===== src/rtl/srec_pkg.sv =====
package srec_pkg;

    localparam int CHAR_W  = 8;
    localparam int KIND_W  = 3;
    localparam int ADDR_W  = 32;
    localparam int DATA_W  = 8;
    localparam int CORE_W  = 12;
    localparam int LOCAL_W = 20;
    localparam int PADDR_W = 3;
    localparam int PDATA_W = 32;

    // Event codes carried in event_kind.
    localparam logic [KIND_W-1:0] EV_WRITE    = 3'd0;
    localparam logic [KIND_W-1:0] EV_SECTION  = 3'd1;
    localparam logic [KIND_W-1:0] EV_START    = 3'd2;
    localparam logic [KIND_W-1:0] EV_NO_S     = 3'd3;
    localparam logic [KIND_W-1:0] EV_BAD_TYPE = 3'd4;
    localparam logic [KIND_W-1:0] EV_BAD_CNT  = 3'd5;

    // Register indexes on the configuration port.
    localparam logic REG_BROADCAST_MODE    = 1'b0;
    localparam logic REG_BROADCAST_CORE_ID = 1'b1;

    typedef struct packed {
        logic              broadcast_mode;
        logic [CORE_W-1:0] broadcast_core_id;
    } cfg_t;

    typedef struct packed {
        logic [KIND_W-1:0] event_kind;
        logic [ADDR_W-1:0] write_address;
        logic [DATA_W-1:0] write_data;
    } result_t;

endpackage


===== src/rtl/srec_char_if.sv =====
interface srec_char_if;
    logic                          valid;
    logic                          ready;
    logic [srec_pkg::CHAR_W-1:0]   char_in;

    modport source (output valid, output char_in, input ready);
    modport sink (input valid, input char_in, output ready);
endinterface


===== src/rtl/srec_evt_if.sv =====
interface srec_evt_if;
    logic                          valid;
    logic                          ready;
    logic [srec_pkg::KIND_W-1:0]   event_kind;
    logic [srec_pkg::ADDR_W-1:0]   write_address;
    logic [srec_pkg::DATA_W-1:0]   write_data;

    modport source (output valid, output event_kind, output write_address,
                    output write_data, input ready);
    modport sink (input valid, input event_kind, input write_address,
                  input write_data, output ready);
endinterface


===== src/rtl/srec_cfg_regs.sv =====
module srec_cfg_regs
(
    input  logic                           clk,
    input  logic                           rst_n,
    input  logic                           psel,
    input  logic                           penable,
    input  logic                           pwrite,
    input  logic [srec_pkg::PADDR_W-1:0]   paddr,
    input  logic [srec_pkg::PDATA_W-1:0]   pwdata,
    output logic [srec_pkg::PDATA_W-1:0]   prdata,
    output logic                           pready,
    output srec_pkg::cfg_t                 cfg
);

    logic                          mode_reg;
    logic [srec_pkg::CORE_W-1:0]   core_id_reg;
    logic                          wr_en;
    logic                          reg_sel;

    assign pready  = 1'b1;
    assign wr_en   = psel && penable && pwrite;
    // Registers sit on word boundaries; the byte offset within a word is ignored.
    assign reg_sel = paddr[2];

    always_ff @(posedge clk or negedge rst_n)
    begin
        if (!rst_n)
        begin
            mode_reg    <= 1'b0;
            core_id_reg <= '0;
        end
        else if (wr_en)
        begin
            if (reg_sel == srec_pkg::REG_BROADCAST_MODE)
            begin
                mode_reg <= pwdata[0];
            end
            else
            begin
                core_id_reg <= pwdata[srec_pkg::CORE_W-1:0];
            end
        end
    end

    always_comb
    begin
        prdata = '0;
        if (reg_sel == srec_pkg::REG_BROADCAST_MODE)
        begin
            prdata[0] = mode_reg;
        end
        else
        begin
            prdata[srec_pkg::CORE_W-1:0] = core_id_reg;
        end
    end

    assign cfg.broadcast_mode    = mode_reg;
    assign cfg.broadcast_core_id = core_id_reg;

endmodule


===== src/rtl/srec_parser.sv =====
module srec_parser
(
    input  logic                          clk,
    input  logic                          rst_n,
    input  logic                          in_valid,
    output logic                          in_ready,
    input  logic [srec_pkg::CHAR_W-1:0]   char_in,
    input  srec_pkg::cfg_t                cfg,
    input  logic                          out_space,
    output logic                          step_fire,
    output logic                          step_has_result,
    output srec_pkg::result_t             step_result
);

    typedef enum logic [2:0] {
        PH_WAIT_S,
        PH_TYPE,
        PH_COUNT,
        PH_ADDR,
        PH_DATA,
        PH_SKIP
    } phase_t;

    typedef enum logic [1:0] {
        KIND_S0,
        KIND_S3,
        KIND_S7
    } rec_kind_t;

    localparam logic [srec_pkg::CHAR_W-1:0] CH_LF   = 8'h0A;
    localparam logic [srec_pkg::CHAR_W-1:0] CH_CR   = 8'h0D;
    localparam logic [srec_pkg::CHAR_W-1:0] CH_S    = 8'h53;
    localparam logic [srec_pkg::CHAR_W-1:0] CH_ZERO = 8'h30;
    localparam logic [srec_pkg::CHAR_W-1:0] CH_3    = 8'h33;
    localparam logic [srec_pkg::CHAR_W-1:0] CH_7    = 8'h37;

    localparam logic [7:0] NEED_S0     = 8'd3;
    localparam logic [7:0] NEED_S3_S7  = 8'd5;
    localparam logic [3:0] DIGITS_S0   = 4'd4;
    localparam logic [3:0] DIGITS_S3_7 = 4'd8;

    logic                          s1_valid_reg;
    logic                          s1_valid_next;
    logic [srec_pkg::CHAR_W-1:0]   s1_char_reg;

    phase_t                        phase_reg, phase_next;
    rec_kind_t                     kind_reg, kind_next;
    logic [3:0]                    digit_count_reg, digit_count_next;
    logic [7:0]                    bytes_left_reg, bytes_left_next;
    logic [srec_pkg::ADDR_W-1:0]   addr_acc_reg, addr_acc_next;
    logic [3:0]                    high_nibble_reg, high_nibble_next;
    logic [srec_pkg::CORE_W-1:0]   core_off_reg, core_off_next;

    logic                          in_fire;
    logic                          is_eol;
    logic                          hex_ok;
    logic [3:0]                    hex_val;
    logic [7:0]                    count;
    logic [7:0]                    need;
    logic [3:0]                    digits;
    logic [3:0]                    digit_inc;
    logic [srec_pkg::ADDR_W-1:0]   addr_shift;
    logic [srec_pkg::CORE_W-1:0]   s0_id;
    logic [7:0]                    bytes_dec;

    assign step_fire = s1_valid_reg && out_space;
    assign in_ready  = !s1_valid_reg || step_fire;
    assign in_fire   = in_valid && in_ready;
    assign s1_valid_next = in_fire || (s1_valid_reg && !step_fire);

    always_ff @(posedge clk or negedge rst_n)
    begin
        if (!rst_n)
        begin
            s1_valid_reg <= 1'b0;
        end
        else
        begin
            s1_valid_reg <= s1_valid_next;
        end
    end

    always_ff @(posedge clk)
    begin
        if (in_fire)
        begin
            s1_char_reg <= char_in;
        end
    end

    // Hex digit decode.
    always_comb
    begin
        hex_ok  = 1'b1;
        hex_val = 4'd0;
        if (s1_char_reg inside {["0":"9"]})
        begin
            hex_val = 4'(s1_char_reg - CH_ZERO);
        end
        else if (s1_char_reg inside {["A":"F"]})
        begin
            hex_val = 4'(s1_char_reg - 8'h37);
        end
        else if (s1_char_reg inside {["a":"f"]})
        begin
            hex_val = 4'(s1_char_reg - 8'h57);
        end
        else
        begin
            hex_ok = 1'b0;
        end
    end

    assign is_eol     = (s1_char_reg == CH_LF) || (s1_char_reg == CH_CR);
    assign count      = {high_nibble_reg, hex_val};
    assign need       = (kind_reg == KIND_S0) ? NEED_S0 : NEED_S3_S7;
    assign digits     = (kind_reg == KIND_S0) ? DIGITS_S0 : DIGITS_S3_7;
    assign digit_inc  = digit_count_reg + 4'd1;
    assign addr_shift = {addr_acc_reg[srec_pkg::ADDR_W-5:0], hex_val};
    assign s0_id      = cfg.broadcast_mode ? cfg.broadcast_core_id
                                           : addr_shift[srec_pkg::CORE_W-1:0];
    assign bytes_dec  = bytes_left_reg - 8'd1;

    always_comb
    begin
        phase_next       = phase_reg;
        kind_next        = kind_reg;
        digit_count_next = digit_count_reg;
        bytes_left_next  = bytes_left_reg;
        addr_acc_next    = addr_acc_reg;
        high_nibble_next = high_nibble_reg;
        core_off_next    = core_off_reg;
        step_has_result  = 1'b0;
        step_result.event_kind    = srec_pkg::EV_WRITE;
        step_result.write_address = '0;
        step_result.write_data    = '0;

        if (is_eol)
        begin
            phase_next = PH_WAIT_S;
        end
        else
        begin
            case (phase_reg)
                PH_WAIT_S:
                begin
                    if (s1_char_reg == CH_S)
                    begin
                        phase_next = PH_TYPE;
                    end
                    else
                    begin
                        phase_next = PH_SKIP;
                        step_has_result = 1'b1;
                        step_result.event_kind = srec_pkg::EV_NO_S;
                    end
                end
                PH_TYPE:
                begin
                    phase_next       = PH_COUNT;
                    digit_count_next = 4'd0;
                    if (s1_char_reg == CH_ZERO)
                    begin
                        kind_next = KIND_S0;
                    end
                    else if (s1_char_reg == CH_3)
                    begin
                        kind_next = KIND_S3;
                    end
                    else if (s1_char_reg == CH_7)
                    begin
                        kind_next = KIND_S7;
                    end
                    else
                    begin
                        phase_next       = PH_SKIP;
                        digit_count_next = digit_count_reg;
                        step_has_result  = 1'b1;
                        step_result.event_kind = srec_pkg::EV_BAD_TYPE;
                    end
                end
                PH_COUNT:
                begin
                    if (!hex_ok)
                    begin
                        phase_next = PH_SKIP;
                        step_has_result = 1'b1;
                        step_result.event_kind = srec_pkg::EV_BAD_CNT;
                    end
                    else if (digit_count_reg == 4'd0)
                    begin
                        high_nibble_next = hex_val;
                        digit_count_next = 4'd1;
                    end
                    else if (count < need)
                    begin
                        // A zero count is caught here as well, since need is never zero.
                        phase_next = PH_SKIP;
                        step_has_result = 1'b1;
                        step_result.event_kind = srec_pkg::EV_BAD_CNT;
                    end
                    else
                    begin
                        bytes_left_next  = count - need;
                        addr_acc_next    = '0;
                        digit_count_next = 4'd0;
                        phase_next       = PH_ADDR;
                    end
                end
                PH_ADDR:
                begin
                    if (!hex_ok)
                    begin
                        phase_next = PH_SKIP;
                        step_has_result = 1'b1;
                        step_result.event_kind = srec_pkg::EV_BAD_CNT;
                    end
                    else
                    begin
                        addr_acc_next    = addr_shift;
                        digit_count_next = digit_inc;
                        if (digit_inc == digits)
                        begin
                            digit_count_next = 4'd0;
                            phase_next       = PH_SKIP;
                            case (kind_reg)
                                KIND_S0:
                                begin
                                    core_off_next   = s0_id;
                                    step_has_result = 1'b1;
                                    step_result.event_kind    = srec_pkg::EV_SECTION;
                                    step_result.write_address =
                                        srec_pkg::ADDR_W'(s0_id);
                                end
                                KIND_S7:
                                begin
                                    if (addr_shift != '0)
                                    begin
                                        step_has_result = 1'b1;
                                        step_result.event_kind    = srec_pkg::EV_START;
                                        step_result.write_address = addr_shift;
                                    end
                                end
                                default:
                                begin
                                    if (cfg.broadcast_mode)
                                    begin
                                        addr_acc_next = {cfg.broadcast_core_id,
                                            addr_shift[srec_pkg::LOCAL_W-1:0]};
                                    end
                                    else if (addr_shift[srec_pkg::ADDR_W-1:
                                                        srec_pkg::LOCAL_W] == '0)
                                    begin
                                        addr_acc_next = {core_off_reg,
                                            addr_shift[srec_pkg::LOCAL_W-1:0]};
                                    end
                                    if (bytes_left_reg != 8'd0)
                                    begin
                                        phase_next = PH_DATA;
                                    end
                                end
                            endcase
                        end
                    end
                end
                PH_DATA:
                begin
                    if (!hex_ok)
                    begin
                        phase_next = PH_SKIP;
                        step_has_result = 1'b1;
                        step_result.event_kind = srec_pkg::EV_BAD_CNT;
                    end
                    else if (digit_count_reg == 4'd0)
                    begin
                        high_nibble_next = hex_val;
                        digit_count_next = 4'd1;
                    end
                    else
                    begin
                        digit_count_next = 4'd0;
                        addr_acc_next    = addr_acc_reg + 32'd1;
                        bytes_left_next  = bytes_dec;
                        if (bytes_dec == 8'd0)
                        begin
                            phase_next = PH_SKIP;
                        end
                        step_has_result = 1'b1;
                        step_result.event_kind    = srec_pkg::EV_WRITE;
                        step_result.write_address = addr_acc_reg;
                        step_result.write_data    = count;
                    end
                end
                default:
                begin
                    phase_next = PH_SKIP;
                end
            endcase
        end
    end

    always_ff @(posedge clk or negedge rst_n)
    begin
        if (!rst_n)
        begin
            phase_reg       <= PH_WAIT_S;
            kind_reg        <= KIND_S0;
            digit_count_reg <= '0;
            bytes_left_reg  <= '0;
            addr_acc_reg    <= '0;
            high_nibble_reg <= '0;
            core_off_reg    <= '0;
        end
        else if (step_fire)
        begin
            phase_reg       <= phase_next;
            kind_reg        <= kind_next;
            digit_count_reg <= digit_count_next;
            bytes_left_reg  <= bytes_left_next;
            addr_acc_reg    <= addr_acc_next;
            high_nibble_reg <= high_nibble_next;
            core_off_reg    <= core_off_next;
        end
    end

    a_eol_restarts: assert property (@(posedge clk) disable iff (!rst_n)
        step_fire && is_eol |=> phase_reg == PH_WAIT_S)
        else $error("line end did not return the parser to waiting for S");

    a_error_skips: assert property (@(posedge clk) disable iff (!rst_n)
        step_fire && step_has_result &&
        (step_result.event_kind == srec_pkg::EV_NO_S ||
         step_result.event_kind == srec_pkg::EV_BAD_TYPE ||
         step_result.event_kind == srec_pkg::EV_BAD_CNT) |=> phase_reg == PH_SKIP)
        else $error("error event not followed by line skip");

    a_data_has_bytes: assert property (@(posedge clk) disable iff (!rst_n)
        phase_reg == PH_DATA |-> bytes_left_reg != 8'd0)
        else $error("data phase entered with no bytes left");

    a_data_digit_pair: assert property (@(posedge clk) disable iff (!rst_n)
        phase_reg == PH_DATA |-> digit_count_reg <= 4'd1)
        else $error("data digit count out of step");

endmodule


===== src/rtl/srec_out_stage.sv =====
module srec_out_stage
(
    input  logic                 clk,
    input  logic                 rst_n,
    input  logic                 step_fire,
    input  logic                 step_has_result,
    input  srec_pkg::result_t    step_result,
    output logic                 out_space,
    output logic                 out_valid,
    input  logic                 out_ready,
    output srec_pkg::result_t    out_data
);

    logic                 out_valid_reg;
    logic                 out_valid_next;
    srec_pkg::result_t    out_data_reg;
    logic                 load;

    assign out_space      = !out_valid_reg || out_ready;
    assign load           = step_fire && step_has_result;
    assign out_valid_next = load || (out_valid_reg && !out_ready);

    always_ff @(posedge clk or negedge rst_n)
    begin
        if (!rst_n)
        begin
            out_valid_reg <= 1'b0;
        end
        else
        begin
            out_valid_reg <= out_valid_next;
        end
    end

    always_ff @(posedge clk)
    begin
        if (load)
        begin
            out_data_reg <= step_result;
        end
    end

    assign out_valid = out_valid_reg;
    assign out_data  = out_data_reg;

endmodule


===== src/rtl/srec_record_loader.sv =====
// A character is registered on acceptance, its result word when the parse step fires.
// One character per cycle while out_space holds; the parse state updates in a single step.
// A stalled result word holds in the output register while one more character waits.
// Reset (rst_n, asynchronous, active low) returns the parser to waiting for S,
// clears the core offset and both configuration registers, and empties both stages.
module srec_record_loader
(
    input  logic                           clk,
    input  logic                           rst_n,
    srec_char_if.sink                      char_chan,
    srec_evt_if.source                     evt_chan,
    input  logic                           psel,
    input  logic                           penable,
    input  logic                           pwrite,
    input  logic [srec_pkg::PADDR_W-1:0]   paddr,
    input  logic [srec_pkg::PDATA_W-1:0]   pwdata,
    output logic [srec_pkg::PDATA_W-1:0]   prdata,
    output logic                           pready
);

    srec_pkg::cfg_t       cfg;
    logic                 out_space;
    logic                 step_fire;
    logic                 step_has_result;
    srec_pkg::result_t    step_result;
    srec_pkg::result_t    out_data;

    srec_cfg_regs u_cfg_regs
    (
        .clk     (clk),
        .rst_n   (rst_n),
        .psel    (psel),
        .penable (penable),
        .pwrite  (pwrite),
        .paddr   (paddr),
        .pwdata  (pwdata),
        .prdata  (prdata),
        .pready  (pready),
        .cfg     (cfg)
    );

    srec_parser u_parser
    (
        .clk             (clk),
        .rst_n           (rst_n),
        .in_valid        (char_chan.valid),
        .in_ready        (char_chan.ready),
        .char_in         (char_chan.char_in),
        .cfg             (cfg),
        .out_space       (out_space),
        .step_fire       (step_fire),
        .step_has_result (step_has_result),
        .step_result     (step_result)
    );

    srec_out_stage u_out_stage
    (
        .clk             (clk),
        .rst_n           (rst_n),
        .step_fire       (step_fire),
        .step_has_result (step_has_result),
        .step_result     (step_result),
        .out_space       (out_space),
        .out_valid       (evt_chan.valid),
        .out_ready       (evt_chan.ready),
        .out_data        (out_data)
    );

    assign evt_chan.event_kind    = out_data.event_kind;
    assign evt_chan.write_address = out_data.write_address;
    assign evt_chan.write_data    = out_data.write_data;

endmodule


===== src/flat_wrapper.sv =====
// flat-port wrapper written by rule: the top's interface ports become plain ports
module srec_record_loader_flat 
  (clk, rst_n, psel, penable, pwrite, paddr, pwdata, prdata, pready, char_chan_valid, char_chan_char_in, char_chan_ready, evt_chan_valid, evt_chan_event_kind, evt_chan_write_address, evt_chan_write_data, evt_chan_ready);
  srec_char_if char_chan_i ();
  srec_evt_if evt_chan_i ();
  input  logic clk;
  input  logic rst_n;
  input  logic psel;
  input  logic penable;
  input  logic pwrite;
  input  logic [srec_pkg::PADDR_W-1:0] paddr;
  input  logic [srec_pkg::PDATA_W-1:0] pwdata;
  output logic [srec_pkg::PDATA_W-1:0] prdata;
  output logic pready;
  input wire logic [$bits(char_chan_i.valid)-1:0] char_chan_valid;
  input wire logic [$bits(char_chan_i.char_in)-1:0] char_chan_char_in;
  output wire logic [$bits(char_chan_i.ready)-1:0] char_chan_ready;
  output wire logic [$bits(evt_chan_i.valid)-1:0] evt_chan_valid;
  output wire logic [$bits(evt_chan_i.event_kind)-1:0] evt_chan_event_kind;
  output wire logic [$bits(evt_chan_i.write_address)-1:0] evt_chan_write_address;
  output wire logic [$bits(evt_chan_i.write_data)-1:0] evt_chan_write_data;
  input wire logic [$bits(evt_chan_i.ready)-1:0] evt_chan_ready;
  assign char_chan_i.valid = char_chan_valid;
  assign char_chan_i.char_in = char_chan_char_in;
  assign char_chan_ready = char_chan_i.ready;
  assign evt_chan_valid = evt_chan_i.valid;
  assign evt_chan_event_kind = evt_chan_i.event_kind;
  assign evt_chan_write_address = evt_chan_i.write_address;
  assign evt_chan_write_data = evt_chan_i.write_data;
  assign evt_chan_i.ready = evt_chan_ready;
  srec_record_loader u_core (.clk(clk), .rst_n(rst_n), .char_chan(char_chan_i), .evt_chan(evt_chan_i), .psel(psel), .penable(penable), .pwrite(pwrite), .paddr(paddr), .pwdata(pwdata), .prdata(prdata), .pready(pready));
endmodule

===== config.mk =====
export PLATFORM = sky130hd
export DESIGN_NAME = srec_record_loader_flat
export DESIGN_NICKNAME = d
export VERILOG_FILES = /design/src/rtl/srec_pkg.sv /design/src/rtl/srec_char_if.sv /design/src/rtl/srec_evt_if.sv /design/src/rtl/srec_cfg_regs.sv /design/src/rtl/srec_parser.sv /design/src/rtl/srec_out_stage.sv /design/src/rtl/srec_record_loader.sv /design/src/flat_wrapper.sv
export SDC_FILE = /design/constraint.sdc
export NUM_CORES = 1
export LEC_CHECK = 0
export ABC_AREA = 1
export BUFFER_PORTS_ARGS = -buffer_cell sky130_fd_sc_hd__buf_2
export CAP_MARGIN = 5
export CORE_ASPECT_RATIO = 2
export CORE_MARGIN = 2
export CORE_UTILIZATION = 45
export CTS_CLUSTER_DIAMETER = 50
export DETAILED_ROUTE_END_ITERATION = 16
export PLACE_DENSITY_LB_ADDON = 0.12
export RECOVER_POWER = 100
export SYNTH_ARGS = -nofsm -noshare
export SYNTH_HDL_FRONTEND = slang
export SYNTH_SLANG_ARGS = --single-unit

===== constraint.sdc =====
create_clock -name clk -period 4 [get_ports clk]
set_clock_uncertainty 0.15 [all_clocks]
set_input_delay 0.8 -clock clk [delete_from_list [all_inputs] [get_ports clk]]
set_output_delay 0.8 -clock clk [all_outputs]
set_load 0.01 [all_outputs]

# Word level (Yosys, flattened, before mapping)
# Cells that the tools add are included.
# op_classes
n_lt_le_gt_ge	7
n_reduce_logical	42
mux	90
addsub	7
bitwise	4
n_eq_ne	24
# ops
op	count
2-to-1 mux 32 bit	11
one-hot mux 32 bit (3 select lines)	1
2-to-1 mux 40 bit	2
2-to-1 mux 3 bit	23
2-to-1 mux 34 bit	2
one-hot mux 34 bit (2 select lines)	1
one-hot mux 32 bit (2 select lines)	1
2-to-1 mux 4 bit	13
2-to-1 mux 8 bit	5
adder 32 x 1 -> 32 bit, second input constant	1
nonzero test 32 bit	1
one-hot mux 3 bit (5 select lines)	2
== test 8 x 6 -> 1 bit, second input constant	3
!= test 4 bit, second input constant	5
2-to-1 mux 1 bit	19
== test 8 x 4 -> 1 bit, second input constant	2
>= comparator 8 x 7 -> 1 bit, second input constant	2
less-or-equal comparator 8 x 7 -> 1 bit, second input constant	2
one-hot mux 4 bit (4 select lines)	1
one-hot mux 8 bit (2 select lines)	1
AND reduction 8 bit	2
zero test 12 bit	1
2-to-1 mux 12 bit	1
!= test 2 bit, second input constant	6
other kinds (38)	66
# totals
output_inout_bits	78
reg_bits	131
wordCells	189

# Logic depth before layout (Yosys ltp)
# depth
word_depth	14
depth_mapped	20

# Hierarchy
# A second synthesis with hierarchy kept.
# hier_totals
cells_unflattened	1170
area_unflattened_um2	8444.3
# modules_own_cells
module	area_per_inst_um2	cells_each	n_inst
srec_parser	6287.3	1009	1
srec_out_stage	1340.0	49	1
srec_cfg_regs	817.0	112	1

# Worst setup path before layout
# No wires, ideal clock.
# synth_path
path_type	register to register
start	reg u_core.u_parser.s1_char_reg[0] (netlist bit)
end	reg u_core.u_out_stage.out_data_reg (netlist bit u_core.u_out_stage.out_data[0]), enable pin
path_stages_with_launch	19
slack_ns	0.435
path_buffers	0
period_less_slack_ns	3.565
arrival_time_ns	3.018
path_cell_list	edfxtp_1 > inv_1 > ha_1 > nor2_1 > nand2_1 > nand3_2 > nand2_2 > nand2_1 > nor2_2 > ha_1 > nand2_1 > nand2_2 > nor2_4 > nand3_1 > nand2_1 > nor2_1 > nand3_1 > nand2_1 > inv_1
# synth_via
elab_chain_len	13
word_cells_on_any_way	42
cone_classes	add/sub: 3; order compare: 7; eq/ne: 6; mux: 20; reduce/logical: 6
# synth_rtl
item	line	text
start, declared	srec_parser.sv:44	logic [srec_pkg::CHAR_W-1:0] s1_char_reg;
start signal, assigned	srec_parser.sv:87	s1_char_reg <= char_in;
>= comparator 8 x 7 -> 1 bit / less-or-equal comparator 8 x 7 -> 1 bit (equally long branches)	srec_parser.sv:104	else if (s1_char_reg inside {["a":"f"]})
logical AND 1 bit	srec_parser.sv:104	
2-to-1 mux 4 bit	srec_parser.sv:104	
2-to-1 mux 4 bit	srec_parser.sv:100	else if (s1_char_reg inside {["A":"F"]})
2-to-1 mux 4 bit (*)	srec_parser.sv:96	if (s1_char_reg inside {["0":"9"]})
via u_core.u_parser.hex_val[2]	srec_parser.sv:57	logic [3:0] hex_val;
parallel branches: the longest is 5 deep, another holds less-than comparator 8 x 3 -> 1 bit	-	
one-hot mux 1 bit (5 select lines) (*)	srec_parser.sv:144	case (phase_reg)
2-to-1 mux 1 bit (*)	srec_parser.sv:138	if (is_eol)
logical AND 1 bit (*)	srec_out_stage.sv:20	assign load = step_fire && step_has_result;
via u_core.u_out_stage.load	srec_out_stage.sv:17	logic load;
end signal, assigned	srec_out_stage.sv:39	out_data_reg <= step_result;
end, declared	srec_out_stage.sv:16	srec_pkg::result_t out_data_reg;
# Mark *: on every way through the listed nets, which the timed path passes.
# A chain may end at the register's enable or synchronous reset.

# Worst setup path after layout
# layout_path
start	reg u_core.u_parser.s1_char_reg[0] (netlist bit)
end	reg u_core.u_out_stage.out_data_reg (netlist bit u_core.u_out_stage.out_data[12]), enable pin
# The elaborated chain is that of the path after synthesis.

==> results.ini <==
[status]
run_status = finished with violations
failed_checks = max-capacitance violations, max-slew violations

[cts]
cts.reportedPaths.clkPinSlew_ns = 0.06
clock_sinks = 131
clock_buffer_count_from_cts = 17
ctsRootBufferMaster = sky130_fd_sc_hd__clkbuf_16
tritoncts = yes
clk-insertion-delay-late_ns = 0.44
hold_buf_count_cts = 0
ctsHtreeMaxLevel = 4
cts_setup_buffers = 0
max-clock-path-buffers = 2
cts.repair.resized = 0

[timing]
final.min_clock_period_ns = 3.50
period_share = 0.876
tns_ns = 0
timing.final.max_slew_violations = 78
worst-slew-pin-transition_ns = 2.85
final_hold_viol_count = 0
grt_setup_unrepaired = false
maxSlewHeadroom = -0.900
fmax_mhz = 285
setup_viol = 0

[drt]
routed_wl_um = 26100
post_drt_wl_per_cell_um = 18.4
ant_nets = 0
detail_route.first_pass.iterations = 5
remaining_drc_errors = 0
drt_first_iter_violations = 460
dr_total_vias = 7829
drt-vias-per-instance = 5.52

[finish]
largest_register_ff_count = 43
share_of_final_layout_standard_cells_stronger_than_drive_strength_1 = 0.0914
layout.nets = 1255
n_fill_cell = 1942
num_antenna_cells = 0
area_growth_syn_to_layout_pct = 10.7

[die]
floorplan_die_height_um = 197
core_area_mm2 = 0.0183
rows = 70
chipWidth_um = 101
initial_core_util = 0.460
fp.dieArea_mm2 = 0.0199
io_pins = 128

[worst_setup_path]
register_to_register_setup_slack_ns = 0.50
crit_required_ns = 3.97
worst-path-max-fanout = 43
r2r-end = u_core.u_out_stage.out_data[12]$_SDFFCE_PP0P_
critical_path.max_stage_delay_ns = 0.43
criticalPathCategory = register to register
worstReg2RegStart = u_core.u_parser.s1_char_reg[0]$_DFFE_PP_
timing.critical_path.mode_cell = sky130_fd_sc_hd__nand2_1
cp-startpoint = u_core.u_parser.s1_char_reg[0]$_DFFE_PP_
crit_path_cell_trace = inv_1 > ha_1 > nor2_1 > nand2_1 > nand3_1 > o22ai_1 > buf_4 > fa_1 > nand2_1 > nand2_1 > nor2_4 > nand3_1 > nand2_1 > nor2_1 > nand3_1 > nand2_1 > inv_1 > buf_12
timing.reg2reg.worst_path_depth = 18
cpMaxStageDelayCell = sky130_fd_sc_hd__edfxtp_1
timing.critical_path.from_type = register
setup.worst_path.end_class = register
cp_data_arrival_time_ns = 3.47

[min_path]
timing.hold.worst_path_depth = 2
worstHoldStart = u_core.u_parser.core_off_reg[2]$_DFFE_PN0P_
timing.hold.worst.class = register to register
whs_endpoint = u_core.u_parser.core_off_reg[2]$_DFFE_PN0P_

[run]
timing.max_cap.violations = 2

[power]
pwr_density_cell_mw_per_mm2 = 604
static_leakage_power_uw = 0.00430
vdd_ir_drop_max_uv = 285
fin_total_pwr_uw = 5630

[synthesis]
synth-async-reset-ratio = 0.611
synth_edf_count = 51
postSynth.topFlopCell = sky130_fd_sc_hd__dfrtp_1
synth.mux.area_fraction = 0.0159
ys_seq_area_frac = 0.420
synth_compound_gate_area_share = 0.132
parity_gate_share_of_the_synthesized_area_counting_xor_and_xnor_cells = 0.0114
synthesized_area_fraction_occupied_by_and_or_nand_nor_cells = 0.288
synth_top_family_by_area = simple AND/OR/NAND/NOR gates
synth-adder-area-share = 0.0232
synth_seq_cells = 131
netlist_instances = 1116
synth_cell_type_count = 48
ys_warn_count = 0
mappedNetlistArea_mm2 = 0.00842
synth_area_per_cell_um2 = 7.54

[global_route]
grt_usage = 0.271
grt_pass1_wl_um = 40500
initial_antenna_violation_count = 0
first_global_vias = 7621
grt_max_degree = 47
globalRoute.totalOverflow = 0

[placed_design]
post-dp-hpwl_um = 19900
finalWeightedCongestion = 0.962
placement.io_buffers = 84

[cell type report]
type                            count  area (um2)  area share
Multi-Input combinational cell    804        3940       0.423
Inverter                          139         527      0.0566
Clock buffer                       19         443      0.0476
Tap cell                          216         270      0.0290
Clock inverter                     13         158      0.0169
Timing Repair Buffer               97         445      0.0478
Sequential cell                   131        3530       0.379
[Yosys cell counts, types with 8 or more instances]
library cell / n / area share
sky130_fd_sc_hd__a21oi_1: 25 / 0.015
sky130_fd_sc_hd__buf_4: 25 / 0.022
sky130_fd_sc_hd__clkbuf_1: 22 / 0.0098
sky130_fd_sc_hd__dfrtp_1: 80 / 0.24
sky130_fd_sc_hd__edfxtp_1: 51 / 0.18
sky130_fd_sc_hd__ha_1: 14 / 0.021
sky130_fd_sc_hd__inv_1: 127 / 0.057
sky130_fd_sc_hd__inv_2: 9 / 0.0040
sky130_fd_sc_hd__mux2_2: 11 / 0.015
sky130_fd_sc_hd__nand2_1: 327 / 0.15
sky130_fd_sc_hd__nand3_1: 72 / 0.043
sky130_fd_sc_hd__nand4_1: 19 / 0.014
sky130_fd_sc_hd__nor2_1: 78 / 0.035
sky130_fd_sc_hd__nor3_1: 17 / 0.010
sky130_fd_sc_hd__o21ai_0: 82 / 0.049
sky130_fd_sc_hd__o21ai_1: 14 / 0.0083
sky130_fd_sc_hd__o21ai_2: 20 / 0.021
sky130_fd_sc_hd__o22ai_1: 31 / 0.023
sky130_fd_sc_hd__or2_2: 8 / 0.0059
sky130_fd_sc_hd__xor2_1: 10 / 0.010
[worst max path at each step]
stage,endpoint,slack (ns)
after floorplan,u_core.u_out_stage.out_data[0]$_SDFFCE_PP0P_,0.43
after global placement,u_core.u_out_stage.out_data[5]$_SDFFCE_PP0P_,0.67
after detailed placement,u_core.u_out_stage.out_data[14]$_SDFFCE_PP0P_,0.63
after CTS,u_core.u_out_stage.out_data[29]$_SDFFCE_PP0P_,0.61
after global routing,u_core.u_parser.addr_acc_reg[26]$_DFFE_PN0P_,0.23
final,u_core.u_out_stage.out_data[12]$_SDFFCE_PP0P_,0.50
[stage by stage]
| step | cells | area (um2) | hold WS [ns] | utilization | setup WS [ns] |
|---|---|---|---|---|---|
| 4_1_cts | 1419 | 9520 | 0.265 | 0.520 | 0.614 |
| 3_3_place_gp | 1387 | 8920 | 0.305 | 0.487 | 0.668 |
| 6_report | 1419 | 9310 | 0.322 | 0.509 | 0.496 |
| 5_1_grt | 1419 | 9310 | 0.366 | 0.509 | 0.231 |
| 3_5_place_dp | 1387 | 8920 | 0.310 | 0.487 | 0.634 |
| 2_1_floorplan | 1135 | 8490 | 0.287 | - | 0.435 |
[power breakdown]
group	leakage, uW	total, uW	switching, uW	internal [uW]
Sequential	0.00143	2120	361	1760
Combinational	0.00257	1880	1340	542
Clock	0.000297	1620	627	996
Total	0.00430	5630	2330	3300
[worst max-delay path, delay by kind of cell, from the launching register on]
family | cells | cell delay [ns]
simple gates | 11 | 1.22
fa+ha+maj | 2 | 0.65
buf+inv | 4 | 0.61
flops | 1 | 0.43
compound gates | 1 | 0.11
[routing by layer]
metal  share of wire  track usage  up-vias
met5               0            0        -
met4           0.063        0.170        0
met3           0.040       0.0407       91
met2            0.54        0.502      288
met1            0.35        0.275     3667
li1                -            -     3783
[cells by family after synthesis]
group / count (synthesis)
flops: 131
mux: 12
xor+xnor: 11
fa+ha+maj: 15
buf+inv: 200
compound gates: 190
other cells: 2
simple gates: 555
[cells in the final DEF, fill, tap and decap left out, types with 4 or more instances in the layout]
cell type / synthesis / routed
sky130_fd_sc_hd__ha_1: 14 / 14
sky130_fd_sc_hd__nor4_1: 4 / 4
sky130_fd_sc_hd__nor2_2: 6 / 4
sky130_fd_sc_hd__buf_4: 25 / 5
sky130_fd_sc_hd__dfrtp_1: 80 / 80
sky130_fd_sc_hd__mux2_2: 11 / 11
sky130_fd_sc_hd__nor3_1: 17 / 18
sky130_fd_sc_hd__o22ai_1: 31 / 31
sky130_fd_sc_hd__or2_2: 8 / 8
sky130_fd_sc_hd__nand2_1: 327 / 331
sky130_fd_sc_hd__xor2_1: 10 / 10
sky130_fd_sc_hd__inv_1: 127 / 129
sky130_fd_sc_hd__o211ai_1: 5 / 5
sky130_fd_sc_hd__edfxtp_1: 51 / 51
sky130_fd_sc_hd__clkbuf_16: 0 / 17
sky130_fd_sc_hd__nand3_1: 72 / 74
sky130_fd_sc_hd__a21oi_1: 25 / 25
sky130_fd_sc_hd__clkbuf_1: 22 / 67
sky130_fd_sc_hd__inv_2: 9 / 7
sky130_fd_sc_hd__o21ai_0: 82 / 108
sky130_fd_sc_hd__conb_1: 2 / 21
sky130_fd_sc_hd__buf_2: 5 / 21
sky130_fd_sc_hd__o21ai_1: 14 / 4
sky130_fd_sc_hd__nand2_2: 7 / 4
sky130_fd_sc_hd__nor2_1: 78 / 81
sky130_fd_sc_hd__nand4_1: 19 / 20
sky130_fd_sc_hd__o21ai_2: 20 / 4
Power figures use the tool's default switching activity.
